<file path="config.mk">
export PLATFORM = sky130hd
export DESIGN_NAME = length_prefixed_frame_deframer_core_flat
export DESIGN_NICKNAME = d
export VERILOG_FILES = /design/src/design/dfr_pkg.sv /design/src/design/dfr_if.sv /design/src/design/length_prefixed_frame_deframer_core.sv /design/src/design/dfr_parser.sv /design/src/flat_wrapper.sv
export SDC_FILE = /design/constraint.sdc
export NUM_CORES = 1
export LEC_CHECK = 0
export BUFFER_PORTS_ARGS = -buffer_cell sky130_fd_sc_hd__buf_2
export CAP_MARGIN = 15
export CORE_AREA = 2 2 182 166
export CTS_CLUSTER_DIAMETER = 120
export DETAILED_ROUTE_END_ITERATION = 8
export DIE_AREA = 0 0 184 168
export PLACE_DENSITY = 0.77
export SKIP_CTS_REPAIR_TIMING = 1
export SLEW_MARGIN = 40
export SYNTH_ARGS = -nofsm -noshare
export SYNTH_HDL_FRONTEND = slang
export SYNTH_SLANG_ARGS = --single-unit
</file>
<file path="constraint.sdc">
create_clock -name clk_i -period 12.25 [get_ports clk_i]
set_clock_uncertainty 0.15 [all_clocks]
set_input_delay 1.8375 -clock clk_i [delete_from_list [all_inputs] [get_ports clk_i]]
set_output_delay 1.8375 -clock clk_i [all_outputs]
set_load 0.02 [all_outputs]
</file>
<file path="src/design/dfr_pkg.sv">
package dfr_pkg;

  localparam logic [15:0] HeaderBytes = 16'd3;
  localparam logic [15:0] MaxLenReset = 16'd4096;
  localparam logic [15:0] WordBytes   = 16'd8;
  // ping/pong payload needed for a complete report: stamp word plus sequence word
  localparam logic [15:0] CtrlBytes   = WordBytes << 1;

  localparam logic [7:0] TypeData = 8'd0;
  localparam logic [7:0] TypePing = 8'd1;
  localparam logic [7:0] TypePong = 8'd2;

  typedef enum logic [2:0] {
    KindData    = 3'd0,
    KindPing    = 3'd1,
    KindPong    = 3'd2,
    KindUnknown = 3'd3,
    KindBadLen  = 3'd4,
    KindShort   = 3'd5,
    KindEmpty   = 3'd6
  } kind_e;

  typedef struct packed {
    kind_e       kind;
    logic [7:0]  payload_byte;
    logic        last;
    logic [63:0] stamp;
    logic [63:0] sequence_res;
  } dfr_res_t;

endpackage

</file>
<file path="src/design/dfr_if.sv">
interface dfr_in_if;
  logic       valid;
  logic       ready;
  logic [7:0] rx_byte;

  modport source (output valid, output rx_byte, input ready);
  modport sink (input valid, input rx_byte, output ready);
endinterface

interface dfr_out_if;
  logic                valid;
  logic                ready;
  dfr_pkg::kind_e      kind;
  logic [7:0]          payload_byte;
  logic                last;
  logic [63:0]         stamp;
  logic [63:0]         sequence_res;

  modport source (output valid, output kind, output payload_byte, output last,
                  output stamp, output sequence_res, input ready);
  modport sink (input valid, input kind, input payload_byte, input last,
                input stamp, input sequence_res, output ready);
endinterface

</file>
<file path="src/design/length_prefixed_frame_deframer_core.sv">
// channel   dir  modport  payload
// rx_i      in   sink     rx_byte[7:0]
// res_o     out  source   kind[2:0] payload_byte[7:0] last stamp[63:0] sequence_res[63:0]
// cfg       in   wr only  cfg_we_i, cfg_wdata_i[15:0] = max_frame_length
//
// one byte per cycle sustained while res_o is not stalled; a beat goes input register ->
// parser -> result register, the parser itself being combinational
// rst_ni clears parser state, both valid flags and sets max_frame_length to 4096
// a stalled result holds the result register; an empty input register still takes one
// more byte, then rx_i.ready drops until the result is taken
module length_prefixed_frame_deframer_core (
  input  logic        clk_i,
  input  logic        rst_ni,
  dfr_in_if.sink      rx_i,
  dfr_out_if.source   res_o,
  input  logic        cfg_we_i,
  input  logic [15:0] cfg_wdata_i
);
  import dfr_pkg::*;

  logic        in_valid_q;
  logic [7:0]  in_byte_q;
  logic        step;
  logic        rx_fire;
  logic [15:0] max_len_q;
  logic        p_valid;
  dfr_res_t    p_res;
  logic        res_valid_q;
  dfr_res_t    res_q;

  assign step       = in_valid_q && (!res_valid_q || res_o.ready);
  assign rx_i.ready = !in_valid_q || step;
  assign rx_fire    = rx_i.valid && rx_i.ready;

  always_ff @(posedge clk_i or negedge rst_ni) begin
    if (!rst_ni) begin
      in_valid_q <= 1'b0;
    end else if (rx_fire) begin
      in_valid_q <= 1'b1;
    end else if (step) begin
      in_valid_q <= 1'b0;
    end
  end

  always_ff @(posedge clk_i) begin
    if (rx_fire) begin
      in_byte_q <= rx_i.rx_byte;
    end
  end

  always_ff @(posedge clk_i or negedge rst_ni) begin
    if (!rst_ni) begin
      max_len_q <= MaxLenReset;
    end else if (cfg_we_i) begin
      max_len_q <= cfg_wdata_i;
    end
  end

  dfr_parser u_parser (
    .clk_i       (clk_i),
    .rst_ni      (rst_ni),
    .step_i      (step),
    .byte_i      (in_byte_q),
    .max_len_i   (max_len_q),
    .res_valid_o (p_valid),
    .res_o       (p_res)
  );

  always_ff @(posedge clk_i or negedge rst_ni) begin
    if (!rst_ni) begin
      res_valid_q <= 1'b0;
    end else if (step) begin
      res_valid_q <= p_valid;
    end else if (res_o.ready) begin
      res_valid_q <= 1'b0;
    end
  end

  always_ff @(posedge clk_i) begin
    if (step && p_valid) begin
      res_q <= p_res;
    end
  end

  assign res_o.valid        = res_valid_q;
  assign res_o.kind         = res_q.kind;
  assign res_o.payload_byte = res_q.payload_byte;
  assign res_o.last         = res_q.last;
  assign res_o.stamp        = res_q.stamp;
  assign res_o.sequence_res = res_q.sequence_res;

endmodule

</file>
<file path="src/design/dfr_parser.sv">
module dfr_parser (
  input  logic              clk_i,
  input  logic              rst_ni,
  input  logic              step_i,
  input  logic [7:0]        byte_i,
  input  logic [15:0]       max_len_i,
  output logic              res_valid_o,
  output dfr_pkg::dfr_res_t res_o
);
  import dfr_pkg::*;

  typedef enum logic [3:0] {
    PhLenHi = 4'b0001,
    PhLenLo = 4'b0010,
    PhType  = 4'b0100,
    PhBody  = 4'b1000
  } phase_e;

  phase_e      phase_q, phase_d;
  logic [15:0] len_q, len_d;
  logic [15:0] seen_q, seen_d;
  logic [7:0]  type_q, type_d;
  logic [63:0] stamp_q, stamp_d;
  logic [63:0] seq_q, seq_d;
  logic        skip_q, skip_d;

  logic [15:0] len_full;
  logic [15:0] offset;
  logic [15:0] seen_inc;
  logic        frame_end;
  logic        is_ctrl;

  function automatic dfr_res_t finish_other(logic [7:0] ftype, logic [15:0] flen,
                                            logic [63:0] st, logic [63:0] sq);
    dfr_res_t r;
    r = '0;
    if (ftype == TypePing || ftype == TypePong) begin
      if ((flen - HeaderBytes) >= CtrlBytes) begin
        r.kind         = (ftype == TypePing) ? KindPing : KindPong;
        r.stamp        = st;
        r.sequence_res = sq;
      end else begin
        r.kind = KindShort;
      end
    end else begin
      r.kind = KindUnknown;
    end
    return r;
  endfunction

  assign len_full  = {len_q[15:8], byte_i};
  assign offset    = seen_q - HeaderBytes;
  assign seen_inc  = seen_q + 16'd1;
  assign frame_end = (seen_inc >= len_q);
  assign is_ctrl   = (type_q == TypePing) || (type_q == TypePong);

  always_comb begin
    phase_d     = phase_q;
    len_d       = len_q;
    seen_d      = seen_q;
    type_d      = type_q;
    stamp_d     = stamp_q;
    seq_d       = seq_q;
    skip_d      = skip_q;
    res_valid_o = 1'b0;
    res_o       = '0;
    case (phase_q)
      PhLenHi: begin
        len_d   = {byte_i, 8'h00};
        seen_d  = 16'd1;
        phase_d = PhLenLo;
      end
      PhLenLo: begin
        len_d  = len_full;
        seen_d = 16'd2;
        if (len_full < HeaderBytes) begin
          // resync: next byte starts a new length
          phase_d     = PhLenHi;
          seen_d      = 16'd0;
          res_valid_o = 1'b1;
          res_o.kind  = KindBadLen;
        end else if (len_full > max_len_i) begin
          skip_d      = 1'b1;
          phase_d     = PhBody;
          res_valid_o = 1'b1;
          res_o.kind  = KindBadLen;
        end else begin
          skip_d  = 1'b0;
          phase_d = PhType;
        end
      end
      PhType: begin
        type_d  = byte_i;
        seen_d  = HeaderBytes;
        stamp_d = '0;
        seq_d   = '0;
        if (len_q == HeaderBytes) begin
          phase_d     = PhLenHi;
          res_valid_o = 1'b1;
          if (byte_i == TypeData) begin
            res_o.kind = KindEmpty;
          end else begin
            res_o = finish_other(byte_i, len_q, 64'd0, 64'd0);
          end
        end else begin
          phase_d = PhBody;
        end
      end
      PhBody: begin
        seen_d = seen_inc;
        if (frame_end) begin
          phase_d = PhLenHi;
        end
        if (skip_q) begin
          if (frame_end) begin
            skip_d = 1'b0;
          end
        end else if (type_q == TypeData) begin
          res_valid_o        = 1'b1;
          res_o.kind         = KindData;
          res_o.payload_byte = byte_i;
          res_o.last         = frame_end;
        end else begin
          if (is_ctrl) begin
            if (offset < WordBytes) begin
              stamp_d[{offset[2:0], 3'b000} +: 8] = byte_i;
            end else if (offset < CtrlBytes) begin
              seq_d[{offset[2:0], 3'b000} +: 8] = byte_i;
            end
          end
          if (frame_end) begin
            res_valid_o = 1'b1;
            res_o       = finish_other(type_q, len_q, stamp_d, seq_d);
          end
        end
      end
      default: begin
        phase_d = PhLenHi;
      end
    endcase
  end

  always_ff @(posedge clk_i or negedge rst_ni) begin
    if (!rst_ni) begin
      phase_q <= PhLenHi;
      len_q   <= '0;
      seen_q  <= '0;
      type_q  <= '0;
      stamp_q <= '0;
      seq_q   <= '0;
      skip_q  <= 1'b0;
    end else if (step_i) begin
      phase_q <= phase_d;
      len_q   <= len_d;
      seen_q  <= seen_d;
      type_q  <= type_d;
      stamp_q <= stamp_d;
      seq_q   <= seq_d;
      skip_q  <= skip_d;
    end
  end

endmodule

</file>
<file path="src/flat_wrapper.sv">
// flat-port wrapper written by rule: the top's interface ports become plain ports
module length_prefixed_frame_deframer_core_flat import dfr_pkg::*;
  (clk_i, rst_ni, cfg_we_i, cfg_wdata_i, rx_i_valid, rx_i_rx_byte, rx_i_ready, res_o_valid, res_o_kind, res_o_payload_byte, res_o_last, res_o_stamp, res_o_sequence_res, res_o_ready);
  dfr_in_if rx_i_i ();
  dfr_out_if res_o_i ();
  input  logic clk_i;
  input  logic rst_ni;
  input  logic cfg_we_i;
  input  logic [15:0] cfg_wdata_i;
  input wire logic [$bits(rx_i_i.valid)-1:0] rx_i_valid;
  input wire logic [$bits(rx_i_i.rx_byte)-1:0] rx_i_rx_byte;
  output wire logic [$bits(rx_i_i.ready)-1:0] rx_i_ready;
  output wire logic [$bits(res_o_i.valid)-1:0] res_o_valid;
  output wire logic [$bits(res_o_i.kind)-1:0] res_o_kind;
  output wire logic [$bits(res_o_i.payload_byte)-1:0] res_o_payload_byte;
  output wire logic [$bits(res_o_i.last)-1:0] res_o_last;
  output wire logic [$bits(res_o_i.stamp)-1:0] res_o_stamp;
  output wire logic [$bits(res_o_i.sequence_res)-1:0] res_o_sequence_res;
  input wire logic [$bits(res_o_i.ready)-1:0] res_o_ready;
  assign rx_i_i.valid = rx_i_valid;
  assign rx_i_i.rx_byte = rx_i_rx_byte;
  assign rx_i_ready = rx_i_i.ready;
  assign res_o_valid = res_o_i.valid;
  assign res_o_kind = res_o_i.kind;
  assign res_o_payload_byte = res_o_i.payload_byte;
  assign res_o_last = res_o_i.last;
  assign res_o_stamp = res_o_i.stamp;
  assign res_o_sequence_res = res_o_i.sequence_res;
  assign res_o_i.ready = res_o_ready;
  length_prefixed_frame_deframer_core u_core (.clk_i(clk_i), .rst_ni(rst_ni), .rx_i(rx_i_i), .res_o(res_o_i), .cfg_we_i(cfg_we_i), .cfg_wdata_i(cfg_wdata_i));
endmodule
</file>
---- Word level (Yosys, flattened, before mapping) ----
Cells that the tools add are included.
operators by class
  add/sub/neg operators ................... 4
  reduce and logical (&&, ||, !) cells .... 24
  equality and inequality tests ........... 13
  shift-type cells ........................ 2
  mux-type cells .......................... 54
  bitwise operators ....................... 1
  order comparisons ....................... 6
operators by type and width
  operator                                                                              count
  64-bit 2-to-1 mux                                                                     9
  140-bit 2-to-1 mux                                                                    3
  128-bit 2-to-1 mux                                                                    3
  137-bit one-hot mux with 2 select lines                                               1
  64-bit one-hot mux with 2 select lines                                                2
  64-bit bitwise mux                                                                    2
  16-bit one-hot mux with 4 select lines                                                1
  8-bit by 8-bit variable shift with 64-bit output, first input constant                1
  8-bit by 8-bit variable part select with 64-bit output                                1
  16-bit one-hot mux with 2 select lines                                                1
  16-bit by 2-bit subtractor with 16-bit output, second input constant                  2
  3-bit 2-to-1 mux                                                                      7
  16-bit by 1-bit adder with 16-bit output, second input constant                       1
  16-bit by 2-bit equality test with 1-bit output, second input constant                1
  8-bit by 1-bit equality test with 1-bit output, second input constant                 2
  8-bit by 2-bit equality test with 1-bit output, second input constant                 2
  16-bit greater-or-equal comparator                                                    1
  16-bit by 5-bit greater-or-equal comparator with 1-bit output, second input constant  1
  16-bit greater-than comparator                                                        1
  8-bit zero test                                                                       2
  16-bit by 2-bit < comparator with 1-bit output, second input constant                 1
  16-bit by 4-bit < comparator with 1-bit output, second input constant                 1
  16-bit by 5-bit < comparator with 1-bit output, second input constant                 1
  4-bit 2-to-1 mux                                                                      4
  22 further kinds                                                                      53
storage, ports and cells
  input bits .............................. 29
  logic and storage cells ................. 121
  output and inout bits ................... 142
  register bits after elaboration ......... 339

---- Depth between registers and ports, before layout ----
  depth after elaboration ................. 13
  depth in mapped cells ................... 16
  depth with buffers taken out ............ 15

---- Hierarchy ----
Synthesis repeated with hierarchy kept, for this count alone.
unflattened totals
  cell total of the unflattened synthesis .. 1,326
  area, all modules ....................... 15,981.6 µm²
by module, submodules not included
  module                               seq. area each (µm²)  area each (µm²)  times used  cells each
  dfr_parser                           4,330.4               10,790.3         1           1,134
  length_prefixed_frame_deframer_core  4,895.9               5,191.2          1           192

---- Worst setup path after synthesis ----
Ideal clock, no wire load.
  path kind ............................... register -> register
  from .................................... register u_core.u_parser.seen_q[3]
  to ...................................... register u_core.res_q (netlist bit u_core.res_o.kind[0]), enable pin
  setup time .............................. 0.723 ns
  required time ........................... 11.377 ns
  slack ................................... 1.805 ns
  clock period less this slack ............ 10.445 ns
  buffers on the path ..................... 1
  cell stages (with the launch flop) ...... 13
  arrival time ............................ 9.573 ns
  path through ............................ dfrtp_1 > clkbuf_1 > nand3_1 > nor3_1 > and3_1 > and3_1 > and3_1 > xor2_1 > ha_1 > nand4_1 > o21ai_0 > nand2_1 > a31oi_1
on the way
  word-level cells in the longest chain between the ends .. 7
RTL lines
  element                                   RTL line                                   text
  start, declared                           dfr_parser.sv:21                           logic [15:0] seen_q, seen_d;
  start signal, assigned                    dfr_parser.sv:155                          seen_q <= seen_d;
  16-bit by 1-bit adder with 16-bit output  dfr_parser.sv:53                           assign seen_inc = seen_q + 16'd1;
  16-bit greater-or-equal comparator        dfr_parser.sv:54                           assign frame_end = (seen_inc >= len_q);
  1-bit 2-to-1 mux                          dfr_parser.sv:131                          if (frame_end) begin
  1-bit 2-to-1 mux                          dfr_parser.sv:118                          end else if (type_q == TypeData) begin
  1-bit 2-to-1 mux                          dfr_parser.sv:114                          if (skip_q) begin
  1-bit one-hot mux with 3 select lines     dfr_parser.sv:67                           case (phase_q)
  1-bit logical AND                         length_prefixed_frame_deframer_core.sv:80  if (step && p_valid) begin
  end signal, assigned                      length_prefixed_frame_deframer_core.sv:81  res_q <= p_res;
  end, declared                             length_prefixed_frame_deframer_core.sv:29  dfr_res_t res_q;
Every way passes these cells.
A chain may end at the register's enable or synchronous reset.

---- Worst setup path after layout ----
  from .................................... register u_core.u_parser.seen_q[0]
  to ...................................... register u_core.res_q (netlist bit u_core.res_o.stamp[26]), enable pin
Same word-level chain as after synthesis.

==> results.toml <==
[power]
pwr-share-seq = 0.421
power_density_mw_per_mm2 = 170
swShare = 0.306
power_frac_comb = 0.202
leakage_nw = 7.66
internal_power_mw = 2.15
switchingPower_uw = 949
p_total_mw = 3.10
ir_drop_mv = 0.147
clockPowerShare = 0.377

[die]
num_rows = 60
fp.dieH_um = 168
core_mm2 = 0.0293
die_w_um = 184
start_util = 0.539
num_io_pins = 171
die_area_mm2 = 0.0309

[logic_synthesis]
syn_inst = 1365
synth_cell_type_count = 71
ys_seq_area_frac = 0.585
synth-seq-cells = 339
synth_area_mm2 = 0.0158
syn_nets = 1432
avgSynthCellArea_um2 = 11.6
synth_top_cell_area_share = 0.300
yosysWarnings = 0
synth_area_leaders = "dfrtp_1 30%, edfxtp_1 28%, mux2i_1 5.8%"
synthFlopType = "dfrtp_1"
async_reset_ff_frac = 0.563
yosysTopAreaCell = "dfrtp_1"
synth_edf_count = 148

[worst_setup_path]
max_stage_delay_ns = 0.67
cp_top_family = "simple AND/OR/NAND/NOR gates"
worstSetupPathType = "register to register"
crit_buf_inv = 2
cp_slowest_cell = "buf_4"
cp_cell_sequence = "ha_1, and4_1, and4_1, and3_1, and3_1, nand3_1, xnor2_1, ha_1, nand4_1, o21ai_0, nand2_1, a31oi_4, buf_4, buf_4"
crit_path_start_kind = "register"
worst_ep_required_time_ns = 12.25
endpoint_kind = "register"
cp_max_fo = 59
critical_path_arrival_ns = 5.76

[run_status]
status = "finished clean"

[routing]
postRouteAntennaNets = 0
dr.pass1.iters = 6
drtIter0Drc = 1154
drt-vias-per-instance = 6.04
wl_per_cell_um = 20.0
num_vias = 11600
wirelength_um = 38200
drcViolationCount = 0

[clock_network]
clockBufferDepth = 3
cts_tree = "yes"
clock_sinks = 339
clkTransAtPathRegs_ns = 0.06
cts_root_buffer = "clkbuf_16"
worstSkewPairLatency_ns = 0.53
cts_buffers = 36
h-tree-depth = 2

[cells_and_area]
final-seq-area_mm2 = 0.00923
fin_area_mm2 = 0.0183
diodes = 0
drive_gt1_frac = 0.189
post-route-util = 0.624
fin_nets = 1583
multi_input_area_mm2 = 0.00613
syn_to_final_growth_pct = 15.8
nFillCells = 2311

[sta]
setup_tns_ns = 0
rsz0062_at_grt = "no"
period_needed_ns = 5.76
max_freq_mhz = 174
max_slew_margin = 0.460
drv_slew = 0
finalHoldViolCount = 0
setup_violations = 0
worst_pin_slew_ns = 0.802
finalCritPeriodShare = 0.470

[grt]
grt_max_degree = 82
overflow = 0
use_met1 = 0.350
grt_pass1_vias = 11400
grt_antenna_before_repair = 0
use_met2 = 0.406
grt_use_met3 = 0.0415
grt_busiest_layer = "met2"
grt_pass1_wl_um = 61300
grt_usage = 0.250

[placed_design]
io_buffers = 170
post_dp_cell_area_mm2 = 0.0170
routabilityCongestion = 0.895
dp_hpwl_um = 25700

[min_path]
worstHoldPathType = "register to register"

[run]
cap_viol_max_count = 0
-- flip-flops by register name, summed over array words and instances, names as in the netlist, 16 cells and up --
name and flops:
u_core.u_parser.seen_q 16, u_core.u_parser.seq_q 64, u_core.res_o.sequence_res 64, u_core.u_parser.stamp_q 64, u_core.res_o.stamp 64, u_core.u_parser.len_q 16, u_core.max_len_q 16
-- per-layer routing --
layer,vias up,share of wire
li1,5297,-
met1,5720,0.43
met2,484,0.48
met3,63,0.071
met4,0,0.020
met5,-,0
-- cells in the mapped netlist (all sizes together), types with 30 or more instances --
cell,count
mux2i,91
dfrtp,189
nor2,150
clkbuf,64
nand2,150
o21ai,63
edfxtp,148
inv,41
o2bb2ai,80
a22o,63
a21oi,53
ha,38
and2,30
-- cell families (layout without fill, tap and decap cells) --
logic type      Yosys count  in the layout  synth area share
fa+ha+maj                39             39            0.0308
simple gates            455            455             0.142
compound gates          298            298             0.139
mux                     101            101            0.0649
flops                   339            339             0.585
buf+inv                 116            295            0.0301
xor+xnor                 17             17           0.00943
-- cell usage in the layout (no fill, tap or decap), types with 21 or more instances in the layout --
master     count
a21oi_1       53
a22o_1        63
and2_1        30
and3_1        21
buf_2        169
clkbuf_16     37
dfrtp_1      189
edfxtp_1     148
ha_1          38
inv_1         41
mux2i_1       91
nand2_1      148
nand3_1       22
nor2_1       136
o21ai_0       46
o2bb2ai_1     80
-- worst reg2reg max path: cells and delay by family, from the launching register on --
kind | cells | cell delay (ns)
flops | 1 | 0.65
buf+inv | 2 | 1.13
xor+xnor | 1 | 0.17
fa+ha+maj | 2 | 0.77
simple gates | 7 | 1.60
compound gates | 2 | 0.88
-- metrics by stage --
step / hold slack (ns) / worst slack [ns] / std cells
after global routing: 0.349 / 6.09 / 1916
after floorplan: 0.305 / 1.80 / 1365
after CTS: 0.340 / 6.48 / 1915
after detailed placement: 0.323 / 6.60 / 1849
after global placement: 0.321 / 6.87 / 1849
final: 0.339 / 6.49 / 1916
-- area by class of cell --
cell class,count,share of cell area
clock inverter,17,0.0149
inverter,41,0.00842
clock buffer,49,0.0553
timing repair buffer,188,0.0553
tap,372,0.0255
multi-input combinational,910,0.336
sequential,339,0.505
-- path summary, 6_finish.rpt --
path / start / end / slack, ns / cells after the start
hold / removal: u_core.u_parser.seq_q[22]$_DFFE_PN0P_ / u_core.u_parser.seq_q[22]$_DFFE_PN0P_ / 0.34 / 1
setup / recovery: u_core.u_parser.seen_q[0]$_DFFE_PN0P_ / u_core.res_o.stamp[26]$_SDFFCE_PP0P_ / 6.49 / 14
min in group asynchronous: rst_ni / u_core.max_len_q[9]$_DFFE_PN0P_ / 1.12 / 1
setup reg to reg: u_core.u_parser.seen_q[0]$_DFFE_PN0P_ / u_core.res_o.stamp[26]$_SDFFCE_PP0P_ / 6.49 / 14
hold reg to reg: u_core.u_parser.seq_q[22]$_DFFE_PN0P_ / u_core.u_parser.seq_q[22]$_DFFE_PN0P_ / 0.34 / 1
max in group asynchronous: rst_ni / u_core.u_parser.seq_q[37]$_DFFE_PN0P_ / 9.79 / 2
-- power by group through the flow --
stage,Combinational [mW],Sequential [mW],Clock [mW]
2_1_floorplan,0.444,1.31,0
3_3_place_gp,0.591,1.32,0
3_5_place_dp,0.613,1.33,0
4_1_cts,0.619,1.31,1.18
5_1_grt,0.696,1.32,1.23
6_report,0.626,1.31,1.17
No activity file was read; power rests on OpenSTA's default activity.
